## src/rtl/core/arp_pkg.sv

```systemverilog
// ----------------------------------------------------------------------------
// arp_pkg
// Types, constants and defaults shared by the ARP request responder modules.
// ----------------------------------------------------------------------------
package arp_pkg;

  // Default for the saturating frame byte counter.
  localparam int MAX_FRAME_BYTES_DEF = 2047;

  // Reply frame length and the width of an index into it.
  localparam int REPLY_LEN = 42;
  localparam int REPLY_IDX_W = $clog2(REPLY_LEN);

  // Depth of the descriptor queue between front and back.
  localparam int QUEUE_DEPTH = 2;

  // Protocol constants.
  localparam logic [15:0] ETH_TYPE_ARP   = 16'h0806;
  localparam logic [15:0] ETH_TYPE_IPV4  = 16'h0800;
  localparam logic [15:0] ARP_HW_ETHER   = 16'h0001;
  localparam logic [15:0] ARP_OP_REQUEST = 16'h0001;
  localparam logic [15:0] ARP_OP_REPLY   = 16'h0002;
  localparam logic [7:0]  ARP_HW_LEN     = 8'd6;
  localparam logic [7:0]  ARP_PROTO_LEN  = 8'd4;
  // Upper five bytes of the MAC we answer with; the low byte is the low byte of the target IP.
  localparam logic [39:0] REPLY_MAC_PREFIX = 40'h52_54_00_12_35;

  // Configuration register indexes and reset values.
  typedef enum logic [2:0] {
    CFG_NET_ADDR    = 3'd0,
    CFG_NET_MASK    = 3'd1,
    CFG_DNS_HOST    = 3'd2,
    CFG_ALIAS_HOST  = 3'd3,
    CFG_SERVICE_MAP = 3'd4
  } cfg_reg_t;

  localparam logic [31:0] NET_ADDR_RST   = 32'h0A00_0200;
  localparam logic [31:0] NET_MASK_RST   = 32'hFFFF_FF00;
  localparam logic [7:0]  DNS_HOST_RST   = 8'd3;
  localparam logic [7:0]  ALIAS_HOST_RST = 8'd2;

  typedef struct packed {
    logic [31:0] net_addr;
    logic [31:0] net_mask;
    logic [7:0]  dns_host;
    logic [7:0]  alias_host;
    logic [63:0] service_host_map;
  } cfg_t;

  // Everything the back end needs to build one reply.
  typedef struct packed {
    logic [47:0] frame_src_mac;
    logic [47:0] sender_mac;
    logic [31:0] sender_ip;
    logic [31:0] target_ip;
  } reply_desc_t;

endpackage

```

## src/rtl/core/arp_front.sv

```systemverilog
// ----------------------------------------------------------------------------
// arp_front
// Frame parser: captures header fields by byte position and, on the last byte
// of a qualifying ARP request, pushes a reply descriptor into the queue.
// ----------------------------------------------------------------------------
module arp_front
  import arp_pkg::*;
#(
  parameter int MAX_FRAME_BYTES = MAX_FRAME_BYTES_DEF
) (
  input  logic        clk,
  input  logic        rst_n,
  input  cfg_t        cfg,
  input  logic        in_tvalid,
  output logic        in_tready,
  input  logic [7:0]  in_tdata,   // [7:0] data_byte
  input  logic        in_tlast,
  input  logic        q_full,
  output logic        q_push,
  output reply_desc_t q_desc
);

  localparam int CW = $clog2(MAX_FRAME_BYTES + 1);

  logic [CW-1:0] byte_count_r, byte_count_nxt;
  logic [47:0]   frame_src_mac_r, frame_src_mac_nxt;
  logic [15:0]   frame_type_r, frame_type_nxt;
  logic [15:0]   arp_opcode_r, arp_opcode_nxt;
  logic [47:0]   sender_mac_r, sender_mac_nxt;
  logic [31:0]   sender_ip_r, sender_ip_nxt;
  logic [31:0]   target_ip_r, target_ip_nxt;

  logic        accept;
  logic [31:0] host;
  logic        host_hit;
  logic        is_request;

  assign in_tready = !q_full;
  assign accept    = in_tvalid && in_tready;

  always_comb begin
    frame_src_mac_nxt = frame_src_mac_r;
    frame_type_nxt    = frame_type_r;
    arp_opcode_nxt    = arp_opcode_r;
    sender_mac_nxt    = sender_mac_r;
    sender_ip_nxt     = sender_ip_r;
    target_ip_nxt     = target_ip_r;
    byte_count_nxt    = byte_count_r;
    if (accept) begin
      if (byte_count_r >= CW'(6) && byte_count_r <= CW'(11)) begin
        frame_src_mac_nxt = {frame_src_mac_r[39:0], in_tdata};
      end else if (byte_count_r == CW'(12) || byte_count_r == CW'(13)) begin
        frame_type_nxt = {frame_type_r[7:0], in_tdata};
      end else if (byte_count_r == CW'(20) || byte_count_r == CW'(21)) begin
        arp_opcode_nxt = {arp_opcode_r[7:0], in_tdata};
      end else if (byte_count_r >= CW'(22) && byte_count_r <= CW'(27)) begin
        sender_mac_nxt = {sender_mac_r[39:0], in_tdata};
      end else if (byte_count_r >= CW'(28) && byte_count_r <= CW'(31)) begin
        sender_ip_nxt = {sender_ip_r[23:0], in_tdata};
      end else if (byte_count_r >= CW'(38) && byte_count_r <= CW'(41)) begin
        target_ip_nxt = {target_ip_r[23:0], in_tdata};
      end
      if (in_tlast) begin
        byte_count_nxt = '0;
      end else if (byte_count_r < CW'(MAX_FRAME_BYTES)) begin
        byte_count_nxt = byte_count_r + CW'(1);
      end
    end
  end

  // The decision uses the updated fields, since the final target IP byte may
  // arrive on the very byte that ends the frame.
  always_comb begin
    host       = target_ip_nxt & ~cfg.net_mask;
    host_hit   = (host == {24'd0, cfg.dns_host}) || (host == {24'd0, cfg.alias_host}) ||
                 ((host[31:6] == 26'd0) && cfg.service_host_map[host[5:0]]);
    is_request = (byte_count_r >= CW'(REPLY_LEN - 1)) &&
                 (frame_type_nxt == ETH_TYPE_ARP) &&
                 (arp_opcode_nxt == ARP_OP_REQUEST) &&
                 ((target_ip_nxt & cfg.net_mask) == cfg.net_addr);
  end

  assign q_push = accept && in_tlast && is_request && host_hit;

  always_comb begin
    q_desc.frame_src_mac = frame_src_mac_nxt;
    q_desc.sender_mac    = sender_mac_nxt;
    q_desc.sender_ip     = sender_ip_nxt;
    q_desc.target_ip     = target_ip_nxt;
  end

  always_ff @(posedge clk) begin
    if (!rst_n) begin
      byte_count_r <= '0;
    end else begin
      byte_count_r <= byte_count_nxt;
    end
  end

  always_ff @(posedge clk) begin
    frame_src_mac_r <= frame_src_mac_nxt;
    frame_type_r    <= frame_type_nxt;
    arp_opcode_r    <= arp_opcode_nxt;
    sender_mac_r    <= sender_mac_nxt;
    sender_ip_r     <= sender_ip_nxt;
    target_ip_r     <= target_ip_nxt;
  end

  a_push_on_last: assert property (@(posedge clk) disable iff (!rst_n)
    q_push |-> (in_tlast && accept))
    else $error("reply queued on a byte that does not end a frame");

  a_count_bound: assert property (@(posedge clk) disable iff (!rst_n)
    byte_count_r <= CW'(MAX_FRAME_BYTES))
    else $error("frame byte counter exceeded its saturation value");

endmodule

```

## src/rtl/core/arp_queue.sv

```systemverilog
// ----------------------------------------------------------------------------
// arp_queue
// Short descriptor queue that lets the parser and the reply serializer stall
// independently.
// ----------------------------------------------------------------------------
module arp_queue
  import arp_pkg::*;
(
  input  logic        clk,
  input  logic        rst_n,
  input  logic        push,
  input  reply_desc_t push_desc,
  output logic        full,
  input  logic        pop,
  output reply_desc_t pop_desc,
  output logic        not_empty
);

  localparam int PW = (QUEUE_DEPTH > 1) ? $clog2(QUEUE_DEPTH) : 1;
  localparam int CNTW = $clog2(QUEUE_DEPTH + 1);

  reply_desc_t   slot_r [QUEUE_DEPTH];
  logic [PW-1:0] wr_ptr_r, wr_ptr_nxt;
  logic [PW-1:0] rd_ptr_r, rd_ptr_nxt;
  logic [CNTW-1:0] count_r, count_nxt;
  logic          do_push;
  logic          do_pop;

  assign full      = (count_r == CNTW'(QUEUE_DEPTH));
  assign not_empty = (count_r != '0);
  assign do_push   = push && !full;
  assign do_pop    = pop && not_empty;
  assign pop_desc  = slot_r[rd_ptr_r];

  always_comb begin
    wr_ptr_nxt = wr_ptr_r;
    rd_ptr_nxt = rd_ptr_r;
    count_nxt  = count_r;
    if (do_push) begin
      wr_ptr_nxt = (wr_ptr_r == PW'(QUEUE_DEPTH - 1)) ? '0 : wr_ptr_r + PW'(1);
    end
    if (do_pop) begin
      rd_ptr_nxt = (rd_ptr_r == PW'(QUEUE_DEPTH - 1)) ? '0 : rd_ptr_r + PW'(1);
    end
    if (do_push && !do_pop) begin
      count_nxt = count_r + CNTW'(1);
    end else if (do_pop && !do_push) begin
      count_nxt = count_r - CNTW'(1);
    end
  end

  always_ff @(posedge clk) begin
    if (!rst_n) begin
      wr_ptr_r <= '0;
      rd_ptr_r <= '0;
      count_r  <= '0;
    end else begin
      wr_ptr_r <= wr_ptr_nxt;
      rd_ptr_r <= rd_ptr_nxt;
      count_r  <= count_nxt;
    end
  end

  always_ff @(posedge clk) begin
    if (do_push) begin
      slot_r[wr_ptr_r] <= push_desc;
    end
  end

  a_no_overflow: assert property (@(posedge clk) disable iff (!rst_n)
    !(push && full))
    else $error("descriptor pushed into a full queue");

  a_count_range: assert property (@(posedge clk) disable iff (!rst_n)
    count_r <= CNTW'(QUEUE_DEPTH))
    else $error("queue occupancy out of range");

endmodule

```

## src/rtl/core/arp_back.sv

```systemverilog
// ----------------------------------------------------------------------------
// arp_back
// Reply serializer: takes one descriptor at a time and emits the 42-byte ARP
// reply through a registered output stage.
// ----------------------------------------------------------------------------
module arp_back
  import arp_pkg::*;
(
  input  logic        clk,
  input  logic        rst_n,
  input  logic        q_valid,
  input  reply_desc_t q_desc,
  output logic        q_pop,
  output logic        out_tvalid,
  input  logic        out_tready,
  output logic [55:0] out_tdata,   // [7:0] reply_byte, [55:8] client_mac
  output logic        out_tlast
);

  reply_desc_t            cur_r, cur_nxt;
  logic                   active_r, active_nxt;
  logic [REPLY_IDX_W-1:0] idx_r, idx_nxt;
  logic                   out_tvalid_r, out_tvalid_nxt;
  logic [55:0]            out_tdata_r, out_tdata_nxt;
  logic                   out_tlast_r, out_tlast_nxt;

  logic                   emit;
  logic                   at_end;
  logic [47:0]            src_mac;
  logic [7:0]             reply_byte;

  function automatic logic [7:0] mac_byte(input logic [47:0] mac,
                                          input logic [REPLY_IDX_W-1:0] k);
    logic [7:0] b;
    case (k[2:0])
      3'd0:    b = mac[47:40];
      3'd1:    b = mac[39:32];
      3'd2:    b = mac[31:24];
      3'd3:    b = mac[23:16];
      3'd4:    b = mac[15:8];
      default: b = mac[7:0];
    endcase
    return b;
  endfunction

  function automatic logic [7:0] ip_byte(input logic [31:0] ip,
                                         input logic [REPLY_IDX_W-1:0] k);
    logic [7:0] b;
    case (k[1:0])
      2'd0:    b = ip[31:24];
      2'd1:    b = ip[23:16];
      2'd2:    b = ip[15:8];
      default: b = ip[7:0];
    endcase
    return b;
  endfunction

  assign emit   = active_r && (!out_tvalid_r || out_tready);
  assign at_end = (idx_r == REPLY_IDX_W'(REPLY_LEN - 1));
  // The next descriptor is taken as the current reply sends its last byte.
  assign q_pop  = q_valid && (!active_r || (emit && at_end));

  always_comb begin
    src_mac    = {REPLY_MAC_PREFIX, cur_r.target_ip[7:0]};
    reply_byte = 8'h00;
    if (idx_r inside {[0:5]}) begin
      reply_byte = mac_byte(cur_r.frame_src_mac, idx_r);
    end else if (idx_r inside {[6:11]}) begin
      reply_byte = mac_byte(src_mac, idx_r - REPLY_IDX_W'(6));
    end else if (idx_r == REPLY_IDX_W'(12)) begin
      reply_byte = ETH_TYPE_ARP[15:8];
    end else if (idx_r == REPLY_IDX_W'(13)) begin
      reply_byte = ETH_TYPE_ARP[7:0];
    end else if (idx_r == REPLY_IDX_W'(14)) begin
      reply_byte = ARP_HW_ETHER[15:8];
    end else if (idx_r == REPLY_IDX_W'(15)) begin
      reply_byte = ARP_HW_ETHER[7:0];
    end else if (idx_r == REPLY_IDX_W'(16)) begin
      reply_byte = ETH_TYPE_IPV4[15:8];
    end else if (idx_r == REPLY_IDX_W'(17)) begin
      reply_byte = ETH_TYPE_IPV4[7:0];
    end else if (idx_r == REPLY_IDX_W'(18)) begin
      reply_byte = ARP_HW_LEN;
    end else if (idx_r == REPLY_IDX_W'(19)) begin
      reply_byte = ARP_PROTO_LEN;
    end else if (idx_r == REPLY_IDX_W'(20)) begin
      reply_byte = ARP_OP_REPLY[15:8];
    end else if (idx_r == REPLY_IDX_W'(21)) begin
      reply_byte = ARP_OP_REPLY[7:0];
    end else if (idx_r inside {[22:27]}) begin
      reply_byte = mac_byte(src_mac, idx_r - REPLY_IDX_W'(22));
    end else if (idx_r inside {[28:31]}) begin
      reply_byte = ip_byte(cur_r.target_ip, idx_r - REPLY_IDX_W'(28));
    end else if (idx_r inside {[32:37]}) begin
      reply_byte = mac_byte(cur_r.sender_mac, idx_r - REPLY_IDX_W'(32));
    end else begin
      reply_byte = ip_byte(cur_r.sender_ip, idx_r - REPLY_IDX_W'(38));
    end
  end

  always_comb begin
    cur_nxt        = cur_r;
    active_nxt     = active_r;
    idx_nxt        = idx_r;
    out_tvalid_nxt = out_tvalid_r;
    out_tdata_nxt  = out_tdata_r;
    out_tlast_nxt  = out_tlast_r;

    if (out_tvalid_r && out_tready) begin
      out_tvalid_nxt = 1'b0;
    end
    if (emit) begin
      out_tvalid_nxt = 1'b1;
      out_tdata_nxt  = {cur_r.frame_src_mac, reply_byte};
      out_tlast_nxt  = at_end;
      idx_nxt        = idx_r + REPLY_IDX_W'(1);
      if (at_end) begin
        active_nxt = 1'b0;
      end
    end
    if (q_pop) begin
      cur_nxt    = q_desc;
      active_nxt = 1'b1;
      idx_nxt    = '0;
    end
  end

  always_ff @(posedge clk) begin
    if (!rst_n) begin
      active_r     <= 1'b0;
      idx_r        <= '0;
      out_tvalid_r <= 1'b0;
    end else begin
      active_r     <= active_nxt;
      idx_r        <= idx_nxt;
      out_tvalid_r <= out_tvalid_nxt;
    end
  end

  always_ff @(posedge clk) begin
    cur_r       <= cur_nxt;
    out_tdata_r <= out_tdata_nxt;
    out_tlast_r <= out_tlast_nxt;
  end

  assign out_tvalid = out_tvalid_r;
  assign out_tdata  = out_tdata_r;
  assign out_tlast  = out_tlast_r;

  a_idx_range: assert property (@(posedge clk) disable iff (!rst_n)
    active_r |-> (idx_r <= REPLY_IDX_W'(REPLY_LEN - 1)))
    else $error("reply byte index ran past the end of the reply");

  a_pop_when_free: assert property (@(posedge clk) disable iff (!rst_n)
    q_pop |-> (!active_r || at_end))
    else $error("descriptor taken while a reply was still in progress");

endmodule

```

## src/rtl/core/arp_request_responder_top.sv

```systemverilog
// ----------------------------------------------------------------------------
// arp_request_responder_top
// ARP request responder for a virtual Ethernet/IPv4 subnet.
// ----------------------------------------------------------------------------
// Frame bytes are taken at one per clock. The parser decides on the frame's
// last byte, in the same cycle, whether it is an ARP request to an answered
// host, and if so queues a reply descriptor. The serializer sends each reply
// as 42 bytes, one per clock while out_tready allows, through a registered
// output, loading each descriptor into a current-reply register first; the
// next reply follows without a gap. A frame that earns a reply is at least
// 42 bytes long, so the output keeps up with the input while it is never held
// back. The input stalls only when the two-entry descriptor queue is full,
// which happens only under back-pressure on the output side.
// Configuration writes are registered and must be made while idle.
module arp_request_responder_top
  import arp_pkg::*;
#(
  parameter int MAX_FRAME_BYTES = MAX_FRAME_BYTES_DEF
) (
  input  logic        clk,
  input  logic        rst_n,
  input  logic        in_tvalid,
  output logic        in_tready,
  input  logic [7:0]  in_tdata,    // [7:0] data_byte
  input  logic        in_tlast,
  output logic        out_tvalid,
  input  logic        out_tready,
  output logic [55:0] out_tdata,   // [7:0] reply_byte, [55:8] client_mac
  output logic        out_tlast,
  input  logic        cfg_valid,
  output logic        cfg_ready,
  input  logic [2:0]  cfg_index,
  input  logic [63:0] cfg_data
);

  cfg_t        cfg_r, cfg_nxt;
  logic        cfg_we;
  logic        q_push;
  logic        q_full;
  logic        q_pop;
  logic        q_not_empty;
  reply_desc_t push_desc;
  reply_desc_t pop_desc;

  assign cfg_ready = 1'b1;
  assign cfg_we    = cfg_valid && cfg_ready;

  always_comb begin
    cfg_nxt = cfg_r;
    if (cfg_we) begin
      case (cfg_index)
        CFG_NET_ADDR:    cfg_nxt.net_addr         = cfg_data[31:0];
        CFG_NET_MASK:    cfg_nxt.net_mask         = cfg_data[31:0];
        CFG_DNS_HOST:    cfg_nxt.dns_host         = cfg_data[7:0];
        CFG_ALIAS_HOST:  cfg_nxt.alias_host       = cfg_data[7:0];
        CFG_SERVICE_MAP: cfg_nxt.service_host_map = cfg_data;
        default:         cfg_nxt = cfg_r;
      endcase
    end
  end

  always_ff @(posedge clk) begin
    if (!rst_n) begin
      cfg_r.net_addr         <= NET_ADDR_RST;
      cfg_r.net_mask         <= NET_MASK_RST;
      cfg_r.dns_host         <= DNS_HOST_RST;
      cfg_r.alias_host       <= ALIAS_HOST_RST;
      cfg_r.service_host_map <= '0;
    end else begin
      cfg_r <= cfg_nxt;
    end
  end

  arp_front #(
    .MAX_FRAME_BYTES (MAX_FRAME_BYTES)
  ) u_front (
    .clk       (clk),
    .rst_n     (rst_n),
    .cfg       (cfg_r),
    .in_tvalid (in_tvalid),
    .in_tready (in_tready),
    .in_tdata  (in_tdata),
    .in_tlast  (in_tlast),
    .q_full    (q_full),
    .q_push    (q_push),
    .q_desc    (push_desc)
  );

  arp_queue u_queue (
    .clk       (clk),
    .rst_n     (rst_n),
    .push      (q_push),
    .push_desc (push_desc),
    .full      (q_full),
    .pop       (q_pop),
    .pop_desc  (pop_desc),
    .not_empty (q_not_empty)
  );

  arp_back u_back (
    .clk        (clk),
    .rst_n      (rst_n),
    .q_valid    (q_not_empty),
    .q_desc     (pop_desc),
    .q_pop      (q_pop),
    .out_tvalid (out_tvalid),
    .out_tready (out_tready),
    .out_tdata  (out_tdata),
    .out_tlast  (out_tlast)
  );

endmodule
```

## config.mk

```make
export PLATFORM = sky130hd
export DESIGN_NAME = arp_request_responder_top
export DESIGN_NICKNAME = d
export VERILOG_FILES = /design/src/rtl/core/arp_pkg.sv /design/src/rtl/core/arp_front.sv /design/src/rtl/core/arp_queue.sv /design/src/rtl/core/arp_back.sv /design/src/rtl/core/arp_request_responder_top.sv
export SDC_FILE = /design/constraint.sdc
export NUM_CORES = 1
export LEC_CHECK = 0
export BUFFER_PORTS_ARGS = -buffer_cell sky130_fd_sc_hd__buf_4
export CAP_MARGIN = 20
export CORE_ASPECT_RATIO = 0.6
export CORE_MARGIN = 2
export CORE_UTILIZATION = 30
export CTS_BUF_LIST = sky130_fd_sc_hd__clkbuf_2
export DETAILED_ROUTE_END_ITERATION = 6
export PLACE_DENSITY = 0.44
export SYNTH_ARGS = -nofsm -noshare
export SYNTH_HDL_FRONTEND = slang
export SYNTH_HIERARCHICAL = 1
export SYNTH_SLANG_ARGS = --single-unit
export TNS_END_PERCENT = 20
```

## constraint.sdc

```tcl
create_clock -name clk -period 24.1 [get_ports clk]
set_input_delay 3.615 -clock clk [delete_from_list [all_inputs] [get_ports clk]]
set_output_delay 3.615 -clock clk [all_outputs]
set_load 0.005 [all_outputs]
```

==> After elaboration in Yosys (flattened, before gate mapping) <==
Memory sizes are Yosys's and may differ from the RTL's. A register that Yosys moved wholly into a read port is not among the register bits.
Index checks and enable logic that the tools add are counted.
W data, S select, Z words.
{ "word_totals": {"word_cells": 223, "out_inout_bits": 60, "in_bits": 81, "register_bits": 416, "ram_bits": 320, "n_memories": 1} }
{ "op_classes": {"bitwise_logic": 4, "muxes": 63, "add_sub_neg": 11, "magnitude_cmp": 21, "eq_ne": 45, "n_reduce_logical": 58} }
{ "memory_table": {"columns": ["memory", "words", "width", "rd", "rd_ports_with_merged_regs", "write_ports", "line_no", "source"], "rows": [
  ["u_queue.slot_r", 2, 160, 1, 1, 1, "arp_queue.sv:22", "reply_desc_t slot_r [QUEUE_DEPTH];"]
]} }
{ "op_table": {"columns": ["operator", "count"], "rows": [
  ["$mux W32", 13],
  ["$mux W48", 7],
  ["$pmux W8 S5", 4],
  ["$mux W8", 15],
  ["$mux W16", 7],
  ["$and A32 B32 Y32", 2],
  ["$eq A32 B8 Y1", 2],
  ["$pmux W8 S3", 2],
  ["$eq A6 B5 Y1 const B", 6],
  ["$eq A32 B32 Y1", 1],
  ["$not A32 Y32", 1],
  ["$eq A3 B2 Y1 const B", 10],
  ["$logic_not A26 Y1", 1],
  ["$logic_and A1 B1 Y1", 25],
  ["$eq A6 B4 Y1 const B", 4],
  ["$eq A11 B4 Y1 const B", 2],
  ["$eq A11 B5 Y1 const B", 2],
  ["$ge A11 B5 Y1 const B", 2],
  ["$ge A11 B6 Y1 const B", 2],
  ["$le A11 B5 Y1 const B", 2],
  ["$mux W11", 2],
  ["$eq A16 B1 Y1 const B", 1],
  ["$eq A16 B12 Y1 const B", 1],
  ["$eq A3 B1 Y1 const B", 5],
  ["other kinds (36)", 83]
]} }

==> Longest topological paths before layout <==
Gate-level depths: netlist of the first run.
{ "logic_depth": {"word_depth": 20, "depth_mapped": 20} }

==> Hierarchy <==
The synthesis of the first run kept the hierarchy.
{ "by_module_without_submodules": {"columns": ["mod", "seq_area_each_um2", "instances", "cells_per_inst", "area_each_um2"], "rows": [
  ["arp_queue", 9709.3, 1, 523, 12187.9],
  ["arp_front", 4063.9, 1, 890, 8958.6],
  ["arp_back", 6676.4, 1, 556, 8768.4],
  ["arp_request_responder_top", 2882.8, 1, 574, 5662.9]
]} }

==> Worst setup path after synthesis of the first run <==
Ideal clock, no wire load.
{ "synth_path": {"path_type": "input port to flip-flop", "from": "input in_tvalid", "to": "memory u_queue/slot_r[0][0] (netlist name), enable pin", "setup_time_ns": 0.651, "slack_ns": 10.528, "stages": 12, "arrival_time_ns": 12.921, "n_path_buf": 0, "path_cell_list": "nor3b_2 nand3b_4 nor4_1 mux2_2 or4bb_1 nor4_2 o2111ai_1 a2111oi_2 nand4_1 a311oi_2 inv_1 nor3_2"} }
{ "synth_between": {"elab_chain_len": 11, "elab_cells_between_ends": 26, "cone_classes": "5 x eq/ne; 7 x mux; 2 x bitwise; 12 x reduce/logical"} }
{ "synth_lines": {"columns": ["element", "line_no", "source"], "rows": [
  ["start, declared", "arp_request_responder_top.sv:22", "input logic in_tvalid,"],
  ["$logic_and A1 B1 Y1", "arp_front.sv:39", "assign accept = in_tvalid && in_tready;"],
  ["$mux W16", "arp_front.sv:49", "if (accept) begin"],
  ["named net u_front.frame_type_nxt[14]", "arp_front.sv:27", "logic [15:0] frame_type_r, frame_type_nxt;"],
  ["$eq A16 B12 Y1", "arp_front.sv:78", "(frame_type_nxt == ETH_TYPE_ARP) &&"],
  ["$logic_and A1 B1 Y1", "arp_front.sv:77", "is_request = (byte_count_r >= CW'(REPLY_LEN - 1)) &&"],
  ["$logic_and A1 B1 Y1", "arp_front.sv:78", null],
  ["$logic_and A1 B1 Y1", "arp_front.sv:79", "(arp_opcode_nxt == ARP_OP_REQUEST) &&"],
  ["$logic_and A1 B1 Y1 (2 in a row)", "arp_front.sv:83", "assign q_push = accept && in_tlast && is_request && host_hit;"],
  ["named net q_push", "arp_request_responder_top.sv:38", "logic q_push;"],
  ["$logic_and A1 B1 Y1", "arp_queue.sv:31", "assign do_push = push && !full;"],
  ["$mux W1", "arp_queue.sv:65", "if (do_push) begin"],
  ["$mux W1 (not written as such)", "arp_queue.sv:66", "slot_r[wr_ptr_r] <= push_desc;"],
  ["end, declared", "arp_queue.sv:22", null]
]} }
The timed path passes the listed nets, and every way through them passes these cells. The select of a mux whose other input is x is not followed.

==> Worst setup path in the final report of the first run <==
{ "layout_path": {"from": "input in_tvalid", "to": "memory u_queue/slot_r[1][109] (netlist name), enable pin"} }
The elaborated chain is that of the path after synthesis.

==> impl_metrics.ini, run 1 <==
[outcome]
outcome = complete, no violations

[critical_path]
start_kind = primary input
path_common_cell = buf_4
worstSetupPathType = in2reg
cpMaxStageDelayCell = or4_1
crit_path_max_fanout = 60
critPathArrivalTime_ns = 9.54
worst_setup_path_end_kind = flop
max_stage_delay_ns = 0.81
crit_chain = buf_4, nor3b_2, nand3b_4, or4_1, mux2_2, or4bb_1, nor4_2, o2111ai_1, a2111oi_2, nand4_1, a311oi_2, and3_4, buf_4
required_ns = 25.17

[grt]
grt_usage = 0.155
grt_start_max_net_pins = 162
antenna_found_initial = 4
gr-total-overflow = 0
grt_pass1_wl_mm = 140
grt_pass1_vias = 21600

[clock_tree]
cts_buffers = 215
cts.clk_slew.worst_paths_ns = 0.13
cts-resized-gates = 0
post_cts_buffers = 0
clkLatencyLatePin_ns = 1.62
cts_tree = done
numClockSinks = 897
ctsHoldBuffers = 0
cts-htree-levels = 4
ctsLongestPathBuffers = 3
root_buffer = clkbuf_2

[detailed_routing]
drt-total-wl_mm = 94.7
vias_per_cell = 4.70
ant_nets = 0
vias = 21500
routedWlPerCell_um = 20.7
drt_iter0_markers = 1887
drc = 0
dr.pass1.iters = 6

[sta]
rsz0062_at_grt = no
drv_slew = 0
slew_headroom = 0.222
min_period_ns = 8.47
period_share = 0.351
hold_viol_final = 0
setup_tns_ns = 0
setup_ws_ns = 15.63
skew_ns = 0.183
worst_pin_slew_ns = 1.15
setup_violations = 0
clock.fmax_mhz = 118

[hold_path]
hold_path_class = reg2reg

[layout]
drive_gt1_frac = 0.295
finalNonFillerCells = 4577
fillCellCount = 11500
final_nets = 2901
area_delta_synth_final_pct = 13.4

[die]
die_area_um2 = 121000
fp.dieW_um = 449
pin_count = 141
start_util = 0.304
coreArea_um2 = 117000
fp-row-count = 97
die_y_um = 271

[synthesis]
yosysMostFrequentCell = edfxtp_1
ys_ff_latch = 897
synth-edff-count = 537
syn_inst = 2543
synth_largest_area_cell = edfxtp_1
avgSynthCellArea_um2 = 14.0
ys_top_cells_by_area = edfxtp_1 45%, dfxtp_1 20%, mux2_2 6.7%
synth_top_area_share = 0.453
syn-num-nets = 2640
synth_flop_cell = edfxtp_1
yosysSeqAreaShare = 0.656
synth_common_cells = 537 x edfxtp_1, 360 x dfxtp_1, 344 x nand2_1
ys_async_sr_fraction = 0
yosysUniqueCellTypes = 85
yosysWarnings = 6
synth_area_um2 = 35600

[place]
port-buffer-count = 139
placed_cells = 4171
globalplace.congestion = 0.902
hpwl_mm = 62.5
pre_cts_slack_ns = 14.29

[pwr]
power_density_nw_per_um2 = 66.7
total_power_mw = 2.69
p_leak_nw = 14.4
ir_drop_mv = 0.0410

[job]
max_cap_viol_count = 0
## area by class of cell
cell class	count	area, um2	area share
clock buffers	333	1670	0.0413
clock inverters	68	372	0.00921
well taps	1584	1980	0.0491
inverters	55	206	0.00511
multi-input cells	1459	11400	0.283
diodes	5	12.5	0.000310
flip-flops and latches	897	23300	0.578
repair buffers	176	1350	0.0334
## flip-flops by register name, indices dropped and copies added, names as in the netlist, 2 cells and up, named ones only
signal / flops
u_queue/slot_r: 320
u_back/cur_r: 160
cfg_r: 144
u_back/out_tdata: 56
u_front/frame_src_mac_r: 48
u_front/sender_mac_r: 48
u_front/sender_ip_r: 32
u_front/target_ip_r: 32
u_front/arp_opcode_r: 16
u_front/frame_type_r: 16
u_front/byte_count_r: 11
u_back/idx_r: 6
u_queue/count_r: 2
## stage by stage
stage / utilization / hold WS (ns) / cell area, um2
after floorplan: - / 0.410 / 35600
after global placement: 0.327 / 0.430 / 38300
after detailed placement: 0.327 / 0.432 / 38300
after CTS: 0.345 / 0.421 / 40300
after global routing: 0.345 / 0.432 / 40400
final: 0.345 / 0.402 / 40400
## cells by family after synthesis
| family | share of synthesized area |
|---|---|
| AO/OA/AOI/OAI | 0.0594 |
| XOR/XNOR | 0.00812 |
| adder cells (fa/ha/maj) | 0.00563 |
| buffers and inverters | 0.0257 |
| flip-flops | 0.656 |
| multiplexers | 0.161 |
| other | 0.000105 |
| AND/OR/NAND/NOR | 0.0844 |
## layer usage
metal | wire [um] | GRT usage | up-vias
li1 | - | - | 10100
met1 | 47200 | 0.228 | 10600
met2 | 38200 | 0.209 | 661
met3 | 7710 | 0.0504 | 115
met4 | 1610 | 0.0533 | 0
met5 | 0 | 0 | -
## critical path: cells and delay by family
kind	cells	cell delay, ns
compound gates	3	1.07
buf+inv	2	0.89
mux	1	0.34
simple gates	7	3.50
## where the power goes
| group | internal (mW) | switching, mW |
|---|---|---|
| logic | 0.0216 | 0.0315 |
| clock network | 0.389 | 0.633 |
| registers | 1.61 | 0.00567 |
## cells in the final DEF, fill, tap and decap left out, types with 35 or more instances in the layout
cell type	n
buf_4	173
mux2_4	100
inv_1	55
nor2b_1	76
clkinv_1	51
a222oi_1	35
o21ai_0	42
dfxtp_1	359
mux2_2	213
a21oi_1	45
clkbuf_2	333
mux2i_1	173
nand2_1	343
edfxtp_1	537
nor2_1	74
## final timing paths
check,start,end,slack (ns),cells after the start
setup reg to reg,u_queue/count_r[0]$_SDFFE_PN0P_,u_queue/slot_r[1][109]$_DFFE_PP_,16.91,14
hold reg to reg,u_front/frame_src_mac_r[28]$_DFF_P_,u_front/frame_src_mac_r[36]$_DFF_P_,0.40,1
hold / removal,u_front/frame_src_mac_r[28]$_DFF_P_,u_front/frame_src_mac_r[36]$_DFF_P_,0.40,1
setup / recovery,in_tvalid,u_queue/slot_r[1][109]$_DFFE_PP_,15.63,13
Power figures use the tool's default switching activity.
==> run 2: changes to the inputs <==
- clock period: 24.1 -> 8.4 ns (I/O delays scaled with it)
==> run 2 against run 1 <==
  * Design area increased by 1.8%
  * Sequential share of layout area decreased by 1.0 points
  * Critical path type is now reg2reg
  * Highest routed layer unchanged
  * Critical endpoint is now u_queue/slot_r[0][107]$_DFFE_PP_
  * Global-route usage increased by 0.45 points
  * Combinational power increased to 3.4 times the previous value
  * Largest cell class unchanged
==> impl_metrics.ini, run 2 (same netlist as run 1, synthesis figures left out) <==
[clock_tree]
ctsLongestPathBuffers = 3
cts_tree = done
cts-htree-levels = 4
clkLatencyLatePin_ns = 1.58
post_cts_buffers = 0
cts.clk_slew.worst_paths_ns = 0.11
cts_buffers = 213
ctsHoldBuffers = 75
root_buffer = clkbuf_2
numClockSinks = 897
cts-resized-gates = 0

[sta]
skew_ns = 0.167
drv_slew = 0
slew_headroom = 0.224
setup_ws_ns = 1.89
min_period_ns = 6.51
clock.fmax_mhz = 154
setup_violations = 0
rsz0062_at_grt = no
setup_tns_ns = 0
hold_viol_final = 0
period_share = 0.775
whs_ns = 0.273
worst_pin_slew_ns = 1.16

[die]
fp-row-count = 97
start_util = 0.304
coreArea_um2 = 117000
pin_count = 141
fp.dieW_um = 449
die_y_um = 271
die_area_um2 = 121000

[grt]
grt_start_max_net_pins = 162
gr-total-overflow = 0
grt_pass1_vias = 22400
grt_pass1_wl_mm = 144
antenna_found_initial = 7
grt_usage = 0.159

[detailed_routing]
dr.pass1.iters = 6
vias_per_cell = 4.72
top_layer_used = met4
drc = 0
vias = 21900
met2_length_mm = 38.2
wl_met3_mm = 7.94
ant_nets = 0
drt-total-wl_mm = 97.0
wl_met1_mm = 49.1
routedWlPerCell_um = 20.9
drt_iter0_markers = 1709

[place]
hpwl_mm = 63.7
globalplace.congestion = 0.859
postPlaceCellArea_um2 = 38400
port-buffer-count = 139
placed_cells = 4171
pre_cts_slack_ns = 1.45

[pwr]
intPower_mw = 5.78
p_leak_nw = 14.7
swShare = 0.248
power_switching_mw = 1.91
combinationalPowerShare = 0.023
ir_drop_mv = 0.123
p_seq_frac = 0.602
total_power_mw = 7.70
pwr-share-clk = 0.374
power_density_nw_per_um2 = 187

[layout]
finalNonFillerCells = 4643
area_delta_synth_final_pct = 15.5
top_regs = u_queue/slot_r (320), u_back/cur_r (160), cfg_r (144)
stdcell_area_um2 = 41100
mostFrequentLayoutCells = 537 x edfxtp_1, 359 x dfxtp_1, 343 x nand2_1, 326 x clkbuf_2, 213 x mux2_2
fin_util = 0.351
drive_gt1_frac = 0.285
top_register = u_queue/slot_r
largest_reg_flops = 320
final_common_cell = edfxtp_1
final_nets = 2974

[critical_path]
worstSetupPathType = reg2reg
reg2regPathDepth = 15
worst_setup_path_end_kind = flop
reg2reg_setup_slack_ns = 1.89
r2r-start = u_queue/count_r[0]$_SDFFE_PN0P_
critPathArrivalTime_ns = 7.59
crit_path_start = u_queue/count_r[0]$_SDFFE_PN0P_
crit_path_max_fanout = 112
r2r_end = u_queue/slot_r[0][107]$_DFFE_PP_
worstSetupEndpoint = u_queue/slot_r[0][107]$_DFFE_PP_
required_ns = 9.49
start_kind = flop

[job]
max_cap_viol_count = 0

[hold_path]
hold_path_class = in2reg

[outcome]
outcome = complete, no violations
-- run 2: worst max-delay path: stages, from the launching register on --
cell and delay (ns):
dfxtp_1 0.43, nand2b_1 0.17, inv_1 0.16, nor3b_4 0.28, nand3b_4 0.18, nor4_4 0.76
mux2_2 0.43, or4bb_1 0.54, nor4_2 0.61, o2111ai_1 0.28, a2111oi_2 0.27, nand4_1 0.26
a311oi_2 0.57, inv_1 0.19, nor3_4 0.27, buf_12 0.51
-- run 2: power by group through the flow --
| stage | Sequential (mW) | Clock, mW | Combinational (mW) |
|---|---|---|---|
| 2_1_floorplan | 4.73 | 0 | 0.0819 |
| 6_report | 4.64 | 2.88 | 0.181 |
| 3_5_place_dp | 4.74 | 0 | 0.153 |
| 5_1_grt | 4.64 | 3.26 | 0.196 |
| 3_3_place_gp | 4.74 | 0 | 0.152 |
| 4_1_cts | 4.64 | 3.05 | 0.182 |
-- run 2: layout make-up --
type                            count  area (um2)
Clock buffer                      326        1630
Clock inverter                     68         332
Fill cell                       11500       76000
Multi-Input combinational cell   1459       11400
Inverter                           55         206
Timing Repair Buffer              251        2150
Tap cell                         1584        1980
Antenna cell                        3        7.51
Sequential cell                   897       23300
-- run 2: how the worst min path moves through the flow --
stage	startpoint	endpoint	slack [ns]	depth (start not counted)
final	cfg_data[6]	cfg_r[86]$_SDFFE_PN0P_	0.27	3
after global routing	cfg_data[6]	cfg_r[78]$_SDFFE_PN0P_	0.16	3
after CTS	cfg_valid	cfg_r[58]$_SDFFE_PN0P_	0.01	3
after detailed placement	u_front/frame_type_r[11]$_DFF_P_	u_front/frame_type_r[11]$_DFF_P_	0.43	2
after global placement	u_front/arp_opcode_r[13]$_DFF_P_	u_front/arp_opcode_r[13]$_DFF_P_	0.42	2
after floorplan	u_front/frame_type_r[11]$_DFF_P_	u_front/frame_type_r[11]$_DFF_P_	0.41	2
-- run 2: layer usage --
layer | vias to the layer above | global-route usage
met5 | - | 0
met1 | 10900 | 0.239
li1 | 10200 | -
met4 | 0 | 0.0533
met2 | 688 | 0.212
met3 | 139 | 0.0502
